$ cat src/hw/rtl/fdl_pkg.sv
// ----------------------------------------------------------------------------
// fdl_pkg
// Shared constants and types of the fractional delay line with feedback.
// ----------------------------------------------------------------------------
package fdl_pkg;

  localparam int DEPTH_DEF   = 65536;
  localparam int FRAC_BITS   = 28;
  localparam int SAMPLE_W    = 24;
  localparam int CFG_DATA_W  = 24;
  localparam int CFG_INDEX_W = 3;

  localparam logic [31:0] CHORUS_BASE = 32'd268435;
  localparam logic [19:0] CHORUS_SPAN = 20'd536871;
  // Reciprocal of five in Q.22, exact for the feedback gain range.
  localparam logic [19:0] RECIP5      = 20'd838861;
  localparam logic [16:0] UNITY_Q16   = 17'd65536;
  localparam logic signed [23:0] Q23_MAX = 24'sh7FFFFF;
  localparam logic signed [23:0] Q23_MIN = -24'sh800000;

  // Soft clip divider sizes.
  localparam int DIV_NW = 55;
  localparam int DIV_DW = 30;
  localparam int DIV_QW = 26;

  typedef enum logic [CFG_INDEX_W-1:0] {
    CFG_MODE     = 3'd0,
    CFG_RATE     = 3'd1,
    CFG_TIME     = 3'd2,
    CFG_FEEDBACK = 3'd3,
    CFG_WET      = 3'd4,
    CFG_SMOOTH   = 3'd5
  } cfg_idx_t;

  typedef struct packed {
    logic busy;
    logic done;
  } div_stat_t;

endpackage

$ cat src/hw/rtl/fdl_div.sv
// ----------------------------------------------------------------------------
// fdl_div
// Restoring unsigned divider, one quotient bit per cycle.
// ----------------------------------------------------------------------------
module fdl_div (
  input  logic                          clk,
  input  logic                          rst_n,
  input  logic                          start,
  input  logic [fdl_pkg::DIV_NW-1:0]    num,
  input  logic [fdl_pkg::DIV_DW-1:0]    den,
  output logic [fdl_pkg::DIV_QW-1:0]    quo,
  output fdl_pkg::div_stat_t            stat
);

  localparam int NW = fdl_pkg::DIV_NW;
  localparam int DW = fdl_pkg::DIV_DW;
  localparam int QW = fdl_pkg::DIV_QW;
  localparam int CW = $clog2(QW + 1);

  logic [DW:0]   rem_r;
  logic [QW-1:0] nsh_r;
  logic [QW-1:0] q_r;
  logic [DW-1:0] den_r;
  logic [CW-1:0] cnt_r;
  logic          busy_r;
  logic          done_r;
  logic [DW:0]   trial;
  logic          fits;

  // The caller guarantees the quotient fits in QW bits, so the top part of
  // the numerator is already below the divisor.
  assign trial = {rem_r[DW-1:0], nsh_r[QW-1]};
  assign fits  = trial >= {1'b0, den_r};

  always_ff @(posedge clk) begin
    if (!rst_n) begin
      busy_r <= 1'b0;
      done_r <= 1'b0;
      cnt_r  <= '0;
    end else begin
      done_r <= 1'b0;
      if (start) begin
        rem_r  <= (DW+1)'(num[NW-1:QW]);
        nsh_r  <= num[QW-1:0];
        den_r  <= den;
        q_r    <= '0;
        cnt_r  <= CW'(QW);
        busy_r <= 1'b1;
      end else if (busy_r) begin
        rem_r <= fits ? trial - {1'b0, den_r} : trial;
        q_r   <= {q_r[QW-2:0], fits};
        nsh_r <= {nsh_r[QW-2:0], 1'b0};
        cnt_r <= cnt_r - 1'b1;
        if (cnt_r == CW'(1)) begin
          busy_r <= 1'b0;
          done_r <= 1'b1;
        end
      end
    end
  end

  assign quo       = q_r;
  assign stat.busy = busy_r;
  assign stat.done = done_r;

endmodule

$ cat config.mk
export PLATFORM = sky130hd
export DESIGN_NAME = fdl_div
export DESIGN_NICKNAME = d
export VERILOG_FILES = /design/src/hw/rtl/fdl_pkg.sv /design/src/hw/rtl/fdl_div.sv
export SDC_FILE = /design/constraint.sdc
export NUM_CORES = 1
export LEC_CHECK = 0
export BUFFER_PORTS_ARGS = -buffer_cell sky130_fd_sc_hd__buf_2
export CAP_MARGIN = 20
export CORE_AREA = 4 4 113 115
export CTS_CLUSTER_DIAMETER = 80
export DETAILED_ROUTE_END_ITERATION = 8
export DIE_AREA = 0 0 117 119
export PLACE_DENSITY_LB_ADDON = 0.15
export SYNTH_ARGS = -nofsm -noshare
export SYNTH_HDL_FRONTEND = slang
export SYNTH_SLANG_ARGS = --single-unit
export TNS_END_PERCENT = 30
$ cat constraint.sdc
create_clock -name clk -period 4.3 [get_ports clk]
set_input_delay 0.86 -clock clk [delete_from_list [all_inputs] [get_ports clk]]
set_output_delay 0.86 -clock clk [all_outputs]
set_load 0.02 [all_outputs]
==> flow_metrics.tcl <==
set metrics [dict create \
    antenna_found_initial 0 \
    final-seq-area_um2 3500 \
    critPathKind "reg2reg" \
    dr_total_vias 4846 \
    grt_start_max_net_pins 84 \
    synth_area_um2 6540 \
    cts_root_buf "clkbuf_16" \
    antenna_cells 0 \
    grt_first_pass_wirelength_mm 23.8 \
    synthCells 562 \
    path_clk_slew_ns 0.06 \
    nFillCells 927 \
    period_share 0.800 \
    synthTopCellsByArea "edfxtp_1 51%, ha_1 6.1%, mux2_2 4.3%" \
    dieWidth_um 117 \
    synth_area_per_cell_um2 11.6 \
    crit_required_ns 4.47 \
    htree_levels 4 \
    io_pins 116 \
    yosysSeqAreaShare 0.536 \
    cts_hold_buf 0 \
    synth_top_family_by_area "compound AO/OA/AOI/OAI gates" \
    hold_violations 0 \
    top_layer "met4" \
    setup_violations 0 \
    io_buffers 115 \
    multi_input_area_um2 2740 \
    rr_worst_depth 9 \
    synthArstFlopShare 0 \
    worstPathCellList "ha_1 -> nand4_1 -> nor2_1 -> o21a_1 -> o311a_4 -> o311ai_4 -> a211oi_2 -> nor2_4 -> a311o_1" \
    drc 0 \
    drtPass1Iterations 4 \
    post_cts_buffers 0 \
    ff2ff_setup_slack_ns 0.86 \
    worst_slack_ns 0.862 \
    maxSlewViolCount 0 \
    slew_headroom 0.392 \
    skew_ns 0.0103 \
    worstReg2RegStart "rem_r[7]$_DFFE_PP_" \
    synthDistinctLibCells 59 \
    synth-adder-area-share 0.0643 \
    gp_congestion 0.965 \
    powerDensity_nw_per_um2 456 \
    drive_gt1_frac 0.277 \
    ys_warn_count 0 \
    wl_met3_um 852 \
    die_height_um 119 \
    worst_skew_pair.late_latency_ns 0.42 \
    drt-total-wl_mm 14.6 \
    setup_tns_ns 0 \
    period_minus_slack_ns 3.44 \
    min_to "nsh_r[10]$_DFFE_PP_" \
    tightest_slew_ns 0.911 \
    r2r-end "rem_r[15]$_DFFE_PP_" \
    synth_common_cells "112 x edfxtp_1, 35 x inv_1, 34 x nand2_1, 32 x ha_1, 29 x a21oi_1" \
    crit_fanout 19 \
    critical_path_buf_inv_count 0 \
    synthFlopType "edfxtp_1" \
    synth-edff-count 112 \
    yosys.area_share.simple 0.121 \
    rsz0062_at_grt "false" \
    min_path_cells 1 \
    yosysTopAreaCellShare 0.514 \
    core_um2 11800 \
    wl_per_cell_um 17.5 \
    area_delta_synth_final_pct 19.7 \
    core.rowCount 40 \
    synth_xor_area_frac 0.0415 \
    end_kind "flop" \
    cp_top_family "compound AO/OA/AOI/OAI gates" \
    ant_nets 0 \
    layout.nets 794 \
    synth_mux_area_frac 0.0430 \
    total_power_mw 3.57 \
    ir_drop_v 0.000314 \
    hp-class "reg2reg" \
    outcome "finished clean" \
    leakagePower_nw 3.15 \
    grt_pass1_vias 4933 \
    max_stage_delay_ns 0.82 \
    clk_path_buf_depth 2 \
    grt_use_total 0.219 \
    clock-sinks 119 \
    drt-initial-drc-count 452 \
    crit_arrival_ns 3.60 \
    ys_ff_latch 119 \
    dp_slack_ns 0.930 \
    start_util 0.554 \
    max_clock_freq_mhz 291 \
    maxCapViolations 0 \
    cts_resized 0 \
    avgViaCountPerCell 5.82 \
    dpl.hpwl_mm 9.85 \
    met1Wirelength_mm 6.45 \
    postSynthNetCount 683 \
    slowest_stage "a211oi_2" \
    synth_top_area_cell "edfxtp_1" \
    wl_met2_mm 6.95 \
    die_area_um2 13900 \
    cts_tree "done" \
    grt-ovfl-total 0 \
    setup.worst_path.start_class "flop" \
    synth_compound_area_frac 0.148 \
    cts_buffers 17 \
    holdCritStartpoint "nsh_r[9]$_DFFE_PP_" \
    synth.most_common_cell "edfxtp_1" \
]
==> flip-flops by register name, indices dropped and copies added (netlist names) <==
| register | cells |
|---|---|
| busy_r | 1 |
| cnt_r | 5 |
| den_r | 30 |
| done_r | 1 |
| nsh_r | 26 |
| quo | 26 |
| rem_r | 30 |
==> cell type report <==
class / instances / share of cell area
Multi-Input combinational cell: 377 / 0.350
Clock inverter: 12 / 0.0193
Timing Repair Buffer: 122 / 0.0853
Inverter: 36 / 0.0173
Clock buffer: 20 / 0.0570
Sequential cell: 119 / 0.447
Tap cell: 147 / 0.0235
==> power breakdown <==
| group | internal (mW) | total (mW) | switching [mW] |
|---|---|---|---|
| Combinational | 0.300 | 0.703 | 0.403 |
| Sequential | 1.38 | 1.42 | 0.0394 |
| Clock | 0.925 | 1.44 | 0.519 |
==> layout by cell type, fill, tap and decap left out, types with 14 or more instances in the layout <==
master and n:
a21o_1 14, a21oi_1 29, a31oi_1 15, buf_2 115
clkbuf_16 17, edfxtp_1 112, ha_1 32, inv_1 35
mux2_2 25, nand2_1 34, nand4_1 14, nor2_1 24
nor2b_1 28, o21ai_0 21, xnor2_1 22
==> how the worst max path moves through the flow <==
stage,slack [ns],depth (start not counted),to,from
floorplan,0.84,2,nsh_r[0]$_SDFFCE_PN0P_,start
global placement,1.01,8,rem_r[9]$_DFFE_PP_,rem_r[22]$_DFFE_PP_
detailed placement,0.93,9,rem_r[15]$_DFFE_PP_,rem_r[0]$_DFFE_PP_
CTS,0.89,9,rem_r[16]$_DFFE_PP_,rem_r[0]$_DFFE_PP_
global route,0.59,9,rem_r[7]$_DFFE_PP_,rem_r[9]$_DFFE_PP_
finish,0.86,9,rem_r[15]$_DFFE_PP_,rem_r[7]$_DFFE_PP_
==> per-stage QoR <==
step | area [µm²] | hold slack (ns) | utilization | std cells
floorplan | 6540 | 0.524 | - | 562
global placement | 7180 | 0.526 | 0.608 | 799
detailed placement | 7180 | 0.537 | 0.608 | 799
CTS | 7780 | 0.548 | 0.658 | 831
global route | 7830 | 0.558 | 0.663 | 833
finish | 7830 | 0.545 | 0.663 | 833
==> worst reg2reg max path, cell delays in order (launching register included) <==
cell and delay, ns:
edfxtp_1 0.41, ha_1 0.44, nand4_1 0.18, nor2_1 0.14, o21a_1 0.18, o311a_4 0.22, o311ai_4 0.13, a211oi_2 0.82
nor2_4 0.24, a311o_1 0.41
==> kinds of logic (layout without fill, tap and decap cells) <==
family | after synthesis | count (layout)
flip-flops | 119 | 119
AND/OR/NAND/NOR | 150 | 150
XOR/XNOR | 31 | 31
multiplexers | 25 | 25
adder cells (fa/ha/maj) | 33 | 33
buffers and inverters | 66 | 190
AO/OA/AOI/OAI | 138 | 138
==> routing by layer <==
| layer | vias up | GRT usage |
|---|---|---|
| li1 | 2329 | - |
| met1 | 2331 | 0.289 |
| met2 | 158 | 0.343 |
| met3 | 28 | 0.0549 |
| met4 | 0 | 0.0875 |
| met5 | - | 0 |
Power figures use the tool's default switching activity.
